`config.mk`:
```
export PLATFORM = sky130hd
export DESIGN_NAME = first_free_server_pairing_table_top
export DESIGN_NICKNAME = d
export VERILOG_FILES = /design/src/rtl/core/ffsp_pkg.sv /design/src/rtl/core/ffsp_srv_cell.sv /design/src/rtl/core/ffsp_cli_cell.sv /design/src/rtl/core/ffsp_min_tree.sv /design/src/rtl/core/first_free_server_pairing_table_top.sv
export SDC_FILE = /design/constraint.sdc
export NUM_CORES = 2
export LEC_CHECK = 0
export BUFFER_PORTS_ARGS = -buffer_cell sky130_fd_sc_hd__buf_4
export CAP_MARGIN = 30
export CORE_ASPECT_RATIO = 1.2
export CORE_MARGIN = 4
export CORE_UTILIZATION = 58
export CTS_CLUSTER_DIAMETER = 200
export CTS_CLUSTER_SIZE = 25
export DETAILED_ROUTE_END_ITERATION = 7
export MAX_ROUTING_LAYER = met4
export PLACE_DENSITY = 0.8
export SLEW_MARGIN = 20
export SYNTH_ARGS = -nofsm -noshare
export SYNTH_HDL_FRONTEND = slang
export SYNTH_SLANG_ARGS = --single-unit
```
`constraint.sdc`:
```
create_clock -name clk_i -period 6.8 [get_ports clk_i]
set_clock_uncertainty 0.2 [all_clocks]
set_input_delay 0.68 -clock clk_i [delete_from_list [all_inputs] [get_ports clk_i]]
set_output_delay 0.68 -clock clk_i [all_outputs]
set_load 0.02 [all_outputs]
```
`src/rtl/core/ffsp_pkg.sv`:
```
package ffsp_pkg;

  // Table sizes and id width.
  localparam int MaxServers = 16;
  localparam int MaxClients = 16;
  localparam int IdBits     = 16;

  localparam int SrvIdxW   = $clog2(MaxServers);
  localparam int SrvCntW   = $clog2(MaxServers + 1);
  localparam int CliCntW   = $clog2(MaxClients + 1);
  localparam int MinLevels = $clog2(MaxServers);
  localparam int MinSpan   = 1 << MinLevels;
  localparam int LvlW      = $clog2(MinLevels + 1);

  // Cycles from an accepted word to the cycle in which its result strobe is sampled.
  localparam int Latency = MinLevels + 3;

  // Operation codes.
  localparam logic [2:0] OpAddClient = 3'd0;
  localparam logic [2:0] OpAddServer = 3'd1;
  localparam logic [2:0] OpDelete    = 3'd2;
  localparam logic [2:0] OpDispatch  = 3'd3;
  localparam logic [2:0] OpGetPeer   = 3'd4;

  // Status codes.
  localparam logic [1:0] StatusDone = 2'd0;
  localparam logic [1:0] StatusFull = 2'd1;
  localparam logic [1:0] StatusDup  = 2'd2;

  typedef logic [IdBits-1:0]  id_t;
  typedef logic [SrvIdxW-1:0] srv_idx_t;
  typedef logic [SrvCntW-1:0] srv_cnt_t;
  typedef logic [CliCntW-1:0] cli_cnt_t;

  typedef struct packed {
    logic [2:0]  op;
    logic [15:0] member_id;
  } req_t;

  typedef struct packed {
    logic [15:0] peer_id;
    logic [1:0]  status;
    logic [4:0]  server_count;
    logic [4:0]  client_count;
  } res_t;

  typedef enum logic [1:0] {
    S_IDLE,
    S_MATCH,
    S_REDUCE,
    S_APPLY
  } state_e;

  // Contents of one server slot.
  typedef struct packed {
    id_t  id;
    logic paired;
    id_t  partner;
  } srv_slot_t;

  // Per-cycle commands to one server cell.
  typedef struct packed {
    logic load;
    logic shift;
    logic set_pair;
    logic drop;
  } srv_ctl_t;

  // Compare results of one server cell against the key.
  typedef struct packed {
    logic hit;
    logic part_hit;
    logic free;
  } srv_flags_t;

  typedef struct packed {
    logic load;
    logic shift;
  } cli_ctl_t;

  // One entry of the lowest-id search.
  typedef struct packed {
    logic     val;
    id_t      id;
    srv_idx_t idx;
  } min_ent_t;

endpackage

```
`src/rtl/core/ffsp_srv_cell.sv`:
```
module ffsp_srv_cell (
  input  logic                   clk_i,
  input  logic                   rst_ni,
  input  ffsp_pkg::id_t          key_i,
  input  logic                   valid_i,
  input  ffsp_pkg::srv_ctl_t     ctl_i,
  input  ffsp_pkg::srv_slot_t    nbr_i,
  output ffsp_pkg::srv_slot_t    slot_o,
  output ffsp_pkg::srv_flags_t   flags_o
);
  import ffsp_pkg::*;

  id_t  id_q, id_d;
  id_t  partner_q, partner_d;
  logic paired_q, paired_d;

  // The outgoing view already has a dropped pairing removed, so a shifting
  // neighbor picks up the cleared bit.
  always_comb begin
    slot_o.id      = id_q;
    slot_o.paired  = paired_q & ~ctl_i.drop;
    slot_o.partner = partner_q;
  end

  always_comb begin
    flags_o.hit      = valid_i && (id_q == key_i);
    flags_o.part_hit = valid_i && paired_q && (partner_q == key_i);
    flags_o.free     = valid_i && !paired_q;
  end

  always_comb begin
    id_d      = id_q;
    partner_d = partner_q;
    paired_d  = paired_q & ~ctl_i.drop;
    if (ctl_i.load) begin
      id_d      = key_i;
      paired_d  = 1'b0;
      partner_d = '0;
    end else if (ctl_i.shift) begin
      id_d      = nbr_i.id;
      paired_d  = nbr_i.paired;
      partner_d = nbr_i.partner;
    end else if (ctl_i.set_pair) begin
      paired_d  = 1'b1;
      partner_d = key_i;
    end
  end

  always_ff @(posedge clk_i or negedge rst_ni) begin
    if (!rst_ni) begin
      paired_q <= 1'b0;
    end else begin
      paired_q <= paired_d;
    end
  end

  always_ff @(posedge clk_i) begin
    id_q      <= id_d;
    partner_q <= partner_d;
  end

endmodule

```
`src/rtl/core/ffsp_cli_cell.sv`:
```
module ffsp_cli_cell (
  input  logic               clk_i,
  input  ffsp_pkg::id_t      key_i,
  input  logic               valid_i,
  input  ffsp_pkg::cli_ctl_t ctl_i,
  input  ffsp_pkg::id_t      nbr_i,
  output ffsp_pkg::id_t      id_o,
  output logic               hit_o
);
  import ffsp_pkg::*;

  id_t id_q, id_d;

  assign id_o  = id_q;
  assign hit_o = valid_i && (id_q == key_i);

  always_comb begin
    id_d = id_q;
    if (ctl_i.load) begin
      id_d = key_i;
    end else if (ctl_i.shift) begin
      id_d = nbr_i;
    end
  end

  always_ff @(posedge clk_i) begin
    id_q <= id_d;
  end

endmodule

```
`src/rtl/core/ffsp_min_tree.sv`:
```
module ffsp_min_tree (
  input  logic                                clk_i,
  input  logic                                load_i,
  input  logic                                step_i,
  input  logic [ffsp_pkg::MaxServers-1:0]     cand_i,
  input  ffsp_pkg::id_t                       ids_i [ffsp_pkg::MaxServers],
  output ffsp_pkg::min_ent_t                  best_o
);
  import ffsp_pkg::*;

  min_ent_t ent_q [MinSpan];
  min_ent_t ent_d [MinSpan];

  function automatic min_ent_t pick(input min_ent_t a, input min_ent_t b);
    if (a.val && (!b.val || (a.id < b.id))) begin
      return a;
    end
    return b;
  endfunction

  // Each step halves the field of candidates; the winner ends in entry 0.
  always_comb begin
    ent_d = ent_q;
    if (load_i) begin
      for (int j = 0; j < MinSpan; j++) begin
        if (j < MaxServers) begin
          ent_d[j].val = cand_i[j];
          ent_d[j].id  = ids_i[j];
          ent_d[j].idx = SrvIdxW'(j);
        end else begin
          ent_d[j].val = 1'b0;
          ent_d[j].id  = '0;
          ent_d[j].idx = '0;
        end
      end
    end else if (step_i) begin
      for (int j = 0; j < MinSpan / 2; j++) begin
        ent_d[j] = pick(ent_q[2*j], ent_q[2*j+1]);
      end
      for (int j = MinSpan / 2; j < MinSpan; j++) begin
        ent_d[j].val = 1'b0;
      end
    end
  end

  always_ff @(posedge clk_i) begin
    ent_q <= ent_d;
  end

  assign best_o = ent_q[0];

endmodule

```
`src/rtl/core/first_free_server_pairing_table_top.sv`:
```
// Server and client pairing table.
//
// The table holds servers in order of arrival and a list of clients. A
// command word (op, member_id) is taken at a rising clock edge at which start
// is high and busy is low. The block then works on that word alone and
// answers with one result word on res_o, marked by valid_o for exactly one
// cycle; the receiver cannot hold it off and must take it in that cycle.
//
// Each word passes from acceptance to the edge at which its result is taken
// through these states in order: a match state in which every cell compares
// its entry with the id, a reduce state in which the lowest-id search halves
// its field of candidates step by step, an apply state in which the cells
// shift, load or pair and the result is registered, and the idle state that
// shows the result. busy drops in the cycle that shows the result, so a new
// word may be accepted there, and the block takes no new word until the
// result of the last one is shown.
//
// Reset empties both lists and clears every pairing; the table is ready to
// take a word in the first cycle after reset is released.
module first_free_server_pairing_table_top (
  input  logic             clk_i,
  input  logic             rst_ni,
  input  logic             start,
  input  ffsp_pkg::req_t   req_i,
  output logic             busy,
  output logic             valid_o,
  output ffsp_pkg::res_t   res_o
);
  import ffsp_pkg::*;

  state_e   state_q, state_d;
  logic [LvlW-1:0] lvl_q, lvl_d;
  logic [2:0] op_q;
  id_t      key_q;
  srv_cnt_t srv_cnt_q, srv_cnt_d;
  cli_cnt_t cli_cnt_q, cli_cnt_d;
  logic     valid_q;
  res_t     res_q;

  logic load_min, step_min;

  // Cell array wiring.
  srv_slot_t  srv_slot [MaxServers];
  srv_slot_t  srv_nbr  [MaxServers];
  srv_ctl_t   srv_ctl  [MaxServers];
  srv_flags_t srv_flag [MaxServers];
  id_t        srv_ids  [MaxServers];
  cli_ctl_t   cli_ctl  [MaxClients];
  id_t        cli_id   [MaxClients];
  id_t        cli_nbr  [MaxClients];

  logic [MaxServers-1:0] srv_valid, srv_hit, part_hit, srv_free;
  logic [MaxClients-1:0] cli_valid, cli_hit;

  // Compare results captured in the match cycle.
  logic [MaxServers-1:0] srv_hit_q, free_q;
  logic [MaxClients-1:0] cli_hit_q;

  logic [MaxServers-1:0] cand;
  min_ent_t              best;

  // The server cells form a chain; on a delete each cell from the removed
  // slot upward takes the contents of the cell above it.
  for (genvar k = 0; k < MaxServers; k++) begin : g_srv
    assign srv_valid[k] = SrvCntW'(k) < srv_cnt_q;
    if (k == MaxServers - 1) begin : g_end
      assign srv_nbr[k] = '0;
    end else begin : g_mid
      assign srv_nbr[k] = srv_slot[k+1];
    end

    ffsp_srv_cell u_cell (
      .clk_i   (clk_i),
      .rst_ni  (rst_ni),
      .key_i   (key_q),
      .valid_i (srv_valid[k]),
      .ctl_i   (srv_ctl[k]),
      .nbr_i   (srv_nbr[k]),
      .slot_o  (srv_slot[k]),
      .flags_o (srv_flag[k])
    );

    assign srv_hit[k]  = srv_flag[k].hit;
    assign part_hit[k] = srv_flag[k].part_hit;
    assign srv_free[k] = srv_flag[k].free;
    assign srv_ids[k]  = srv_slot[k].id;
  end

  for (genvar k = 0; k < MaxClients; k++) begin : g_cli
    assign cli_valid[k] = CliCntW'(k) < cli_cnt_q;
    if (k == MaxClients - 1) begin : g_end
      assign cli_nbr[k] = '0;
    end else begin : g_mid
      assign cli_nbr[k] = cli_id[k+1];
    end

    ffsp_cli_cell u_cell (
      .clk_i   (clk_i),
      .key_i   (key_q),
      .valid_i (cli_valid[k]),
      .ctl_i   (cli_ctl[k]),
      .nbr_i   (cli_nbr[k]),
      .id_o    (cli_id[k]),
      .hit_o   (cli_hit[k])
    );
  end

  // On a delete, the server being removed does not count as a partner
  // holder, since the pairing is dropped after that server is gone.
  assign cand = part_hit & ~((op_q == OpDelete) ? srv_hit : '0);

  ffsp_min_tree u_min (
    .clk_i  (clk_i),
    .load_i (load_min),
    .step_i (step_min),
    .cand_i (cand),
    .ids_i  (srv_ids),
    .best_o (best)
  );

  // Sequencer: match, then the search steps, then the update.
  always_comb begin
    state_d  = state_q;
    lvl_d    = lvl_q;
    load_min = 1'b0;
    step_min = 1'b0;
    case (state_q)
      S_IDLE: begin
        if (start) begin
          state_d = S_MATCH;
        end
      end
      S_MATCH: begin
        load_min = 1'b1;
        lvl_d    = '0;
        state_d  = S_REDUCE;
      end
      S_REDUCE: begin
        step_min = 1'b1;
        lvl_d    = lvl_q + LvlW'(1);
        if (lvl_q == LvlW'(MinLevels - 1)) begin
          state_d = S_APPLY;
        end
      end
      S_APPLY: begin
        state_d = S_IDLE;
      end
      default: begin
        state_d = S_IDLE;
      end
    endcase
  end

  // Update of the cells and the answer, used in the apply cycle.
  logic [MaxServers-1:0] srv_first, free_first, srv_tail;
  logic [MaxClients-1:0] cli_tail;
  logic                  srv_any, cli_any, free_any, own_paired, srv_full, cli_full;
  logic                  srv_acc, cli_acc;
  id_t                   disp_id, own_partner, peer;
  logic [1:0]            status;

  always_comb begin
    srv_first  = srv_hit_q & (~srv_hit_q + MaxServers'(1));
    free_first = free_q & (~free_q + MaxServers'(1));
    srv_any    = |srv_hit_q;
    cli_any    = |cli_hit_q;
    free_any   = |free_q;
    srv_full   = srv_cnt_q == SrvCntW'(MaxServers);
    cli_full   = cli_cnt_q == CliCntW'(MaxClients);

    // Every cell at or above the matching one takes part in a removal.
    srv_acc = 1'b0;
    for (int k = 0; k < MaxServers; k++) begin
      srv_acc     = srv_acc | srv_hit_q[k];
      srv_tail[k] = srv_acc;
    end
    cli_acc = 1'b0;
    for (int k = 0; k < MaxClients; k++) begin
      cli_acc     = cli_acc | cli_hit_q[k];
      cli_tail[k] = cli_acc;
    end

    disp_id     = '0;
    own_partner = '0;
    own_paired  = 1'b0;
    for (int k = 0; k < MaxServers; k++) begin
      if (free_first[k]) begin
        disp_id = disp_id | srv_slot[k].id;
      end
      if (srv_first[k] && srv_slot[k].paired) begin
        own_partner = own_partner | srv_slot[k].partner;
        own_paired  = 1'b1;
      end
    end
  end

  always_comb begin
    for (int k = 0; k < MaxServers; k++) begin
      srv_ctl[k] = '0;
    end
    for (int k = 0; k < MaxClients; k++) begin
      cli_ctl[k] = '0;
    end
    srv_cnt_d = srv_cnt_q;
    cli_cnt_d = cli_cnt_q;
    peer      = '0;
    status    = StatusDone;

    if ((state_q == S_APPLY) && (key_q != '0)) begin
      case (op_q)
        OpAddClient: begin
          if (cli_full) begin
            status = StatusFull;
          end else begin
            for (int k = 0; k < MaxClients; k++) begin
              cli_ctl[k].load = CliCntW'(k) == cli_cnt_q;
            end
            cli_cnt_d = cli_cnt_q + CliCntW'(1);
          end
        end
        OpAddServer: begin
          if (srv_any) begin
            status = StatusDup;
          end else if (srv_full) begin
            status = StatusFull;
          end else begin
            for (int k = 0; k < MaxServers; k++) begin
              srv_ctl[k].load = SrvCntW'(k) == srv_cnt_q;
            end
            srv_cnt_d = srv_cnt_q + SrvCntW'(1);
          end
        end
        OpDelete: begin
          if (srv_any) begin
            for (int k = 0; k < MaxServers; k++) begin
              srv_ctl[k].shift = srv_tail[k];
            end
            srv_cnt_d = srv_cnt_q - SrvCntW'(1);
          end
          if (cli_any) begin
            for (int k = 0; k < MaxClients; k++) begin
              cli_ctl[k].shift = cli_tail[k];
            end
            cli_cnt_d = cli_cnt_q - CliCntW'(1);
            for (int k = 0; k < MaxServers; k++) begin
              srv_ctl[k].drop = best.val && (best.idx == SrvIdxW'(k));
            end
          end
        end
        OpDispatch: begin
          if (free_any) begin
            for (int k = 0; k < MaxServers; k++) begin
              srv_ctl[k].set_pair = free_first[k];
            end
            peer = disp_id;
          end
        end
        OpGetPeer: begin
          if (srv_any && own_paired) begin
            peer = own_partner;
          end else if (best.val) begin
            peer = best.id;
          end
        end
        default: begin
        end
      endcase
    end
  end

  always_ff @(posedge clk_i or negedge rst_ni) begin
    if (!rst_ni) begin
      state_q   <= S_IDLE;
      lvl_q     <= '0;
      srv_cnt_q <= '0;
      cli_cnt_q <= '0;
      valid_q   <= 1'b0;
    end else begin
      state_q   <= state_d;
      lvl_q     <= lvl_d;
      srv_cnt_q <= srv_cnt_d;
      cli_cnt_q <= cli_cnt_d;
      valid_q   <= state_q == S_APPLY;
    end
  end

  always_ff @(posedge clk_i) begin
    if ((state_q == S_IDLE) && start) begin
      op_q  <= req_i.op;
      key_q <= IdBits'(req_i.member_id);
    end
    if (state_q == S_MATCH) begin
      srv_hit_q <= srv_hit;
      free_q    <= srv_free;
      cli_hit_q <= cli_hit;
    end
    if (state_q == S_APPLY) begin
      res_q.peer_id      <= 16'(peer);
      res_q.status       <= status;
      res_q.server_count <= 5'(srv_cnt_d);
      res_q.client_count <= 5'(cli_cnt_d);
    end
  end

  assign busy    = state_q != S_IDLE;
  assign valid_o = valid_q;
  assign res_o   = res_q;

endmodule

```
* Word level (Yosys, flattened, before mapping)
Cells that the tools add are included.
** Word-level totals
- Flip-flop bits (word level) :: 1199
- Output and inout port bits :: 30
- Logic and storage cells :: 1061
** Cells by class
- Add/sub/neg operators :: 7
- Order comparisons :: 40
- Equality and inequality tests :: 107
- Mux-type cells :: 473
- Bitwise gates (word level) :: 98
- Reduce and logical (&&, ||, !) cells :: 218
** Operators with widths (number)
- 16-bit two-way mux :: 130
- 16-bit == test :: 48
- 16-bit bitwise OR :: 30
- 169-bit two-way mux :: 2
- 21-bit two-way mux :: 15
- 1-bit two-way mux :: 308
- 16-bit less-than comparator :: 8
- 1-bit logical AND :: 123
- 2-bit nonzero test :: 50
- 4-bit by 5-bit == test with 1-bit output, first input constant :: 16
- 4-bit by 5-bit less-than comparator with 1-bit output, first input constant :: 16
- 64-bit two-way mux :: 1
- 16-bit bitwise AND :: 3
- 16-bit NOT :: 3
- 16-bit OR reduction :: 3
- 3-bit by 5-bit == test with 1-bit output, first input constant :: 8
- 3-bit by 5-bit less-than comparator with 1-bit output, first input constant :: 8
- 5-bit two-way mux :: 7
- 16-bit by 1-bit adder with 16-bit output, second input constant :: 2
- 4-bit == test, second input constant :: 8
- 32-bit two-way mux :: 1
- 16-bit case mux with 2 select lines :: 1
- 1-bit bitwise OR :: 30
- 1-bit zero test :: 24
- other kinds (33) :: 98

* Depth between registers and ports, before layout
- Word-level depth :: 54
- Gate-level depth with buffers :: 13
- Mapped depth without buffers :: 10

* By module
A second synthesis with hierarchy kept.
** Unflattened totals
- Cells, all modules :: 6104
- Area total of the unflattened synthesis :: 67503.5 sq um
** Modules (own cells, without submodules)
- ffsp_srv_cell :: times used 16, cells each 173, area each 1805.5 sq um
- ffsp_min_tree :: times used 1, cells each 1333, area each 15561.2 sq um
- ffsp_cli_cell :: times used 16, cells each 57, area each 858.3 sq um
- first_free_server_pairing_table_top :: times used 1, cells each 1091, area each 9321.4 sq um

* Worst setup path after synthesis
OpenSTA, ideal clock, no wires.
- Kind :: register to register
- Start point :: reg state_q[1]
- End point :: reg u_min.ent_q (netlist bit u_min.best_o[10]), enable pin
- Setup time :: 0.374 ns
- Data arrival time :: 6.053 ns
- Data required time :: 6.226 ns
- Path slack :: 0.173 ns
- Stages on the path, launching flop included :: 7
- Path buffers :: 3
- Period minus slack after synthesis :: 6.627 ns
- Cells stage by stage :: dfrtp_1 > inv_1 > ha_1 > clkbuf_1 > clkbuf_1 > clkbuf_1 > o21a_1
** On the way
- Cells in the longest elaborated chain, start to end :: 4
- Elaborated cells on any way between the ends :: 7
- Those cells by class :: eq/ne: 3; mux: 2; reduce/logical: 2
** RTL lines
- start, declared :: RTL line first_free_server_pairing_table_top.sv:31 : state_e state_q, state_d;
- start signal, assigned :: RTL line first_free_server_pairing_table_top.sv:279 : state_q <= state_d;
- 2-bit by 1-bit == test with 1-bit output / 2-bit == test (equally long branches) :: RTL line first_free_server_pairing_table_top.sv:127 : case (state_q)
- 1-bit two-way mux :: RTL line first_free_server_pairing_table_top.sv:127
- 3-bit != test (no source line) / 2-bit nonzero test (equally long branches)
- 2-bit AND reduction (no source line) (*)
- end signal, assigned :: RTL line ffsp_min_tree.sv:47 : ent_q <= ent_d;
- end, declared :: RTL line ffsp_min_tree.sv:11 : min_ent_t ent_q [MinSpan];
Every way passes the cells marked *; elsewhere a longest branch is shown, timed or not.
A chain may end at the register's enable or synchronous reset.

* Worst setup path in the final report
- Start point :: reg cli_hit_q[1]
- End point :: reg res_q (netlist bit res_o[18]) (data pin)
** On the way
- Cells in the longest elaborated chain, start to end :: 40
- Elaborated cells on any way between the ends :: 132
- Those cells by class :: mux: 67; bitwise: 47; reduce/logical: 18
** RTL lines
- start, declared :: RTL line first_free_server_pairing_table_top.sv:57 : logic [MaxClients-1:0] cli_hit_q;
- start signal, assigned :: RTL line first_free_server_pairing_table_top.sv:295 : cli_hit_q <= cli_hit;
- 16-bit OR reduction (*) :: RTL line first_free_server_pairing_table_top.sv:166 : cli_any = |cli_hit_q;
- 1-bit two-way mux :: RTL line first_free_server_pairing_table_top.sv:240 : if (cli_any) begin
- 1-bit two-way mux :: RTL line first_free_server_pairing_table_top.sv:210 : case (op_q)
- 64-bit two-way mux (*) :: RTL line first_free_server_pairing_table_top.sv:209 : if ((state_q == S_APPLY) && (key_q != '0)) begin
- 1-bit NOT :: RTL line ffsp_srv_cell.sv:21 : slot_o.paired = paired_q & ~ctl_i.drop;
- 1-bit bitwise AND :: RTL line ffsp_srv_cell.sv:21
- 1-bit logical AND :: RTL line first_free_server_pairing_table_top.sv:190 : if (srv_first[k] && srv_slot[k].paired) begin
- 16-bit two-way mux :: RTL line first_free_server_pairing_table_top.sv:190
- [... 24 more ...]
- 16-bit bitwise OR :: RTL line first_free_server_pairing_table_top.sv:191 : own_partner = own_partner | srv_slot[k].partner;
- 16-bit two-way mux :: RTL line first_free_server_pairing_table_top.sv:190
- 16-bit bitwise OR :: RTL line first_free_server_pairing_table_top.sv:191
- 16-bit two-way mux :: RTL line first_free_server_pairing_table_top.sv:190
- 16-bit bitwise OR :: RTL line first_free_server_pairing_table_top.sv:191
- 16-bit two-way mux :: RTL line first_free_server_pairing_table_top.sv:190
- 16-bit two-way mux (*) :: RTL line first_free_server_pairing_table_top.sv:259 : if (srv_any && own_paired) begin
- 16-bit case mux with 2 select lines (*) :: RTL line first_free_server_pairing_table_top.sv:210
- end, declared :: RTL line first_free_server_pairing_table_top.sv:38 : res_t res_q;
Marks and branches as above.

==> results.sh <==
export IMPL_layout_commonest_cell="edfxtp_1"
export IMPL_syn_nets=6063
export IMPL_rsz0062_at_grt="false"
export IMPL_cp_arrival_ns=5.43
export IMPL_synth_flop_cell="edfxtp_1"
export IMPL_netlist_instances=5904
export IMPL_synthesis_area_sq_mm=0.0646
export IMPL_finalNonFillerCells=7285
export IMPL_p_sw_uw=11900
export IMPL_ff_latch_area_sq_mm=0.0327
export IMPL_clock_latency_ns=0.75
export IMPL_hpwl_mm=179
export IMPL_drtIter0Drc=7654
export IMPL_endpoint_kind="register"
export IMPL_fp_dieH_um=373
export IMPL_antenna_found_initial=17
export IMPL_final_setup_viol_count=0
export IMPL_routedWlPerCell_um=34.5
export IMPL_n_fill_cell=8648
export IMPL_overflow=0
export IMPL_ctsLongestPathBuffers=3
export IMPL_yosysTopAreaCell="edfxtp_1"
export IMPL_cellLeakagePower_uw=0.0248
export IMPL_path_class="reg2reg"
export IMPL_fin_nets=5898
export IMPL_synthArstFlopShare=0.0269
export IMPL_netSwitchingFraction=0.442
export IMPL_area_delta_synth_final_pct=5.98
export IMPL_p_seq_frac=0.494
export IMPL_post_cts_buffers=0
export IMPL_cts_tree="yes"
export IMPL_grt_usage=0.433
export IMPL_holdWs_ns=0.180
export IMPL_powerDensity_mw_per_mm2=393
export IMPL_first_pass_iters=8
export IMPL_cts_root_buf="clkbuf_16"
export IMPL_multi_input_area_sq_mm=0.0296
export IMPL_wl_mm=251
export IMPL_ios=52
export IMPL_core_area_sq_mm=0.110
export IMPL_placedInstanceArea_sq_mm=0.0665
export IMPL_peakVddDrop_v=0.000257
export IMPL_min_period_ns=5.14
export IMPL_drv_slew=0
export IMPL_min_path_type="in2reg"
export IMPL_synth_top_area_share=0.409
export IMPL_outcome="finished with violations"
export IMPL_clock_sinks=1188
export IMPL_dieArea_sq_mm=0.117
export IMPL_post_cts_resized=0
export IMPL_cts_hold_buf=20
export IMPL_grt_start_max_net_pins=177
export IMPL_final_min_period_over_clock_period=0.756
export IMPL_critPathMaxFanout=17
export IMPL_yosys_warnings=0
export IMPL_max_slew_margin=0.143
export IMPL_violations="design-rule violations"
export IMPL_startpoint_type="register"
export IMPL_initial_utilization=0.587
export IMPL_syn_area_per_cell_sq_um=10.9
export IMPL_grt_pass1_wl_mm=356
export IMPL_dp_cells=7139
export IMPL_hold_violations=0
export IMPL_worstMarginPinSlew_ns=1.29
export IMPL_die_w_um=313
export IMPL_yosys_top_cells_area="edfxtp_1 (41%), dfxtp_1 (8.6%), mux2_2 (7.5%)"
export IMPL_required_ns=7.09
export IMPL_routabilityCongestion=1.11
export IMPL_numCtsBuffers=53
export IMPL_p_clk_frac=0.145
export IMPL_ant_nets=0
export IMPL_design_area_sq_mm=0.0684
export IMPL_clk_pin_slew_worst_paths_ns=0.11
export IMPL_drc=1
export IMPL_max_freq_ghz=0.195
export IMPL_layout_common_cells="edfxtp_1 (879), xor2_1 (505), nand2_1 (500)"
export IMPL_portBuffers=51
export IMPL_rows=133
export IMPL_ys_seq_area_frac=0.507
export IMPL_tns_ns=0
export IMPL_p_int_uw=15000
export IMPL_ys_seq_elements=1188
export IMPL_synth_edf_count=879
export IMPL_grt_pass1_vias=49000
export IMPL_layout_drive_gt1_share=0.134
export IMPL_comb_power_share=0.360
export IMPL_synth_cell_types=81
export IMPL_vias_per_cell=7.09
export IMPL_vias=51700
export IMPL_cts_htree_levels=2
export IMPL_cap_violations=0
-- worst paths after layout --
check                                 start               end  slack, ns  cells after the start
hold reg to reg            u_min.ent_q[210]  u_min.ent_q[210]       0.28                      1
hold / removal                        start        state_q[0]       0.18                      3
min in group asynchronous            rst_ni           valid_o       0.31                      2
setup reg to reg               cli_hit_q[1]         res_o[18]       1.66                      9
setup / recovery               cli_hit_q[1]         res_o[18]       1.66                      9
max in group asynchronous            rst_ni      cli_cnt_q[2]       5.55                      2
-- cell usage after synthesis, drive strengths merged, types with 96 or more instances --
cell and n:
o221ai 96, nand4 107, nand2 500, inv 152
a21oi 106, dfxtp 277, clkbuf 401, nor4 155
edfxtp 879, xnor2 268, mux2i 119, nor3 153
ha 137, mux2 432, xor2 505, o21ai 154
nor2 445, nand3 141
-- sequential cells by signal, summed over array words and instances (netlist names) --
register                count
cli_cnt_q                   5
cli_hit_q                  16
free_q                     16
g_cli.u_cell.id_o         256
g_srv.u_cell.id_q         256
g_srv.u_cell.paired_q      16
g_srv.u_cell.partner_q    256
key_q                      16
lvl_q                       3
op_q                        3
res_o                      28
srv_cnt_q                   5
srv_hit_q                  16
state_q                     2
u_min.best_o               21
u_min.ent_q               272
valid_o                     1
-- through the flow --
stage          setup WS [ns]  total power (uW)   util
2_1_floorplan          0.173             17800      -
4_1_cts                 1.55             26300  0.620
6_report                1.66             26900  0.622
3_3_place_gp            1.68             22100  0.603
3_5_place_dp            1.56             22500  0.605
5_1_grt                 1.51             27600  0.622
-- area by class of cell --
cell class,instances,area share
Sequential cell,1188,0.479
Multi-Input combinational cell,4096,0.433
Timing Repair Buffer,248,0.0297
Tap cell,1485,0.0272
Clock buffer,96,0.0221
Inverter,152,0.00834
Antenna cell,18,0.000658
Clock inverter,2,0.000476
-- power groups by stage --
stage	clock network [uW]	registers [uW]	logic, uW
4_1_cts	3880	13100	9300
3_3_place_gp	0	13200	8910
6_report	3920	13300	9700
5_1_grt	4130	13300	10200
2_1_floorplan	0	11700	6060
3_5_place_dp	0	13200	9230
-- cells by family (layout without fill, tap and decap cells) --
family,after synthesis,in the layout,share of synthesized area
simple gates,1656,1656,0.120
flops,1188,1188,0.507
compound gates,979,979,0.111
xor+xnor,773,773,0.105
buf+inv,620,498,0.0367
mux,551,551,0.0938
fa+ha+maj,137,137,0.0266
other cells,0,18,0
-- per-layer routing --
layer	wire length (um)	vias to the layer above	GRT usage
li1	-	21400	-
met3	27700	1180	0.109
met1	82700	25000	0.485
met4	28800	0	0.367
met5	0	-	-
met2	112000	4032	0.650
-- worst max-delay path: stages, from the launching register on --
cell and delay [ns]:
edfxtp_1 0.44, or4_4 0.60, or4_1 0.85, o31ai_4 0.68
buf_4 0.29, o2111a_1 0.77, nor4_1 0.11, and4_4 0.22
and3_1 0.34, a221o_1 0.43
(Power assumes the default switching activity.)
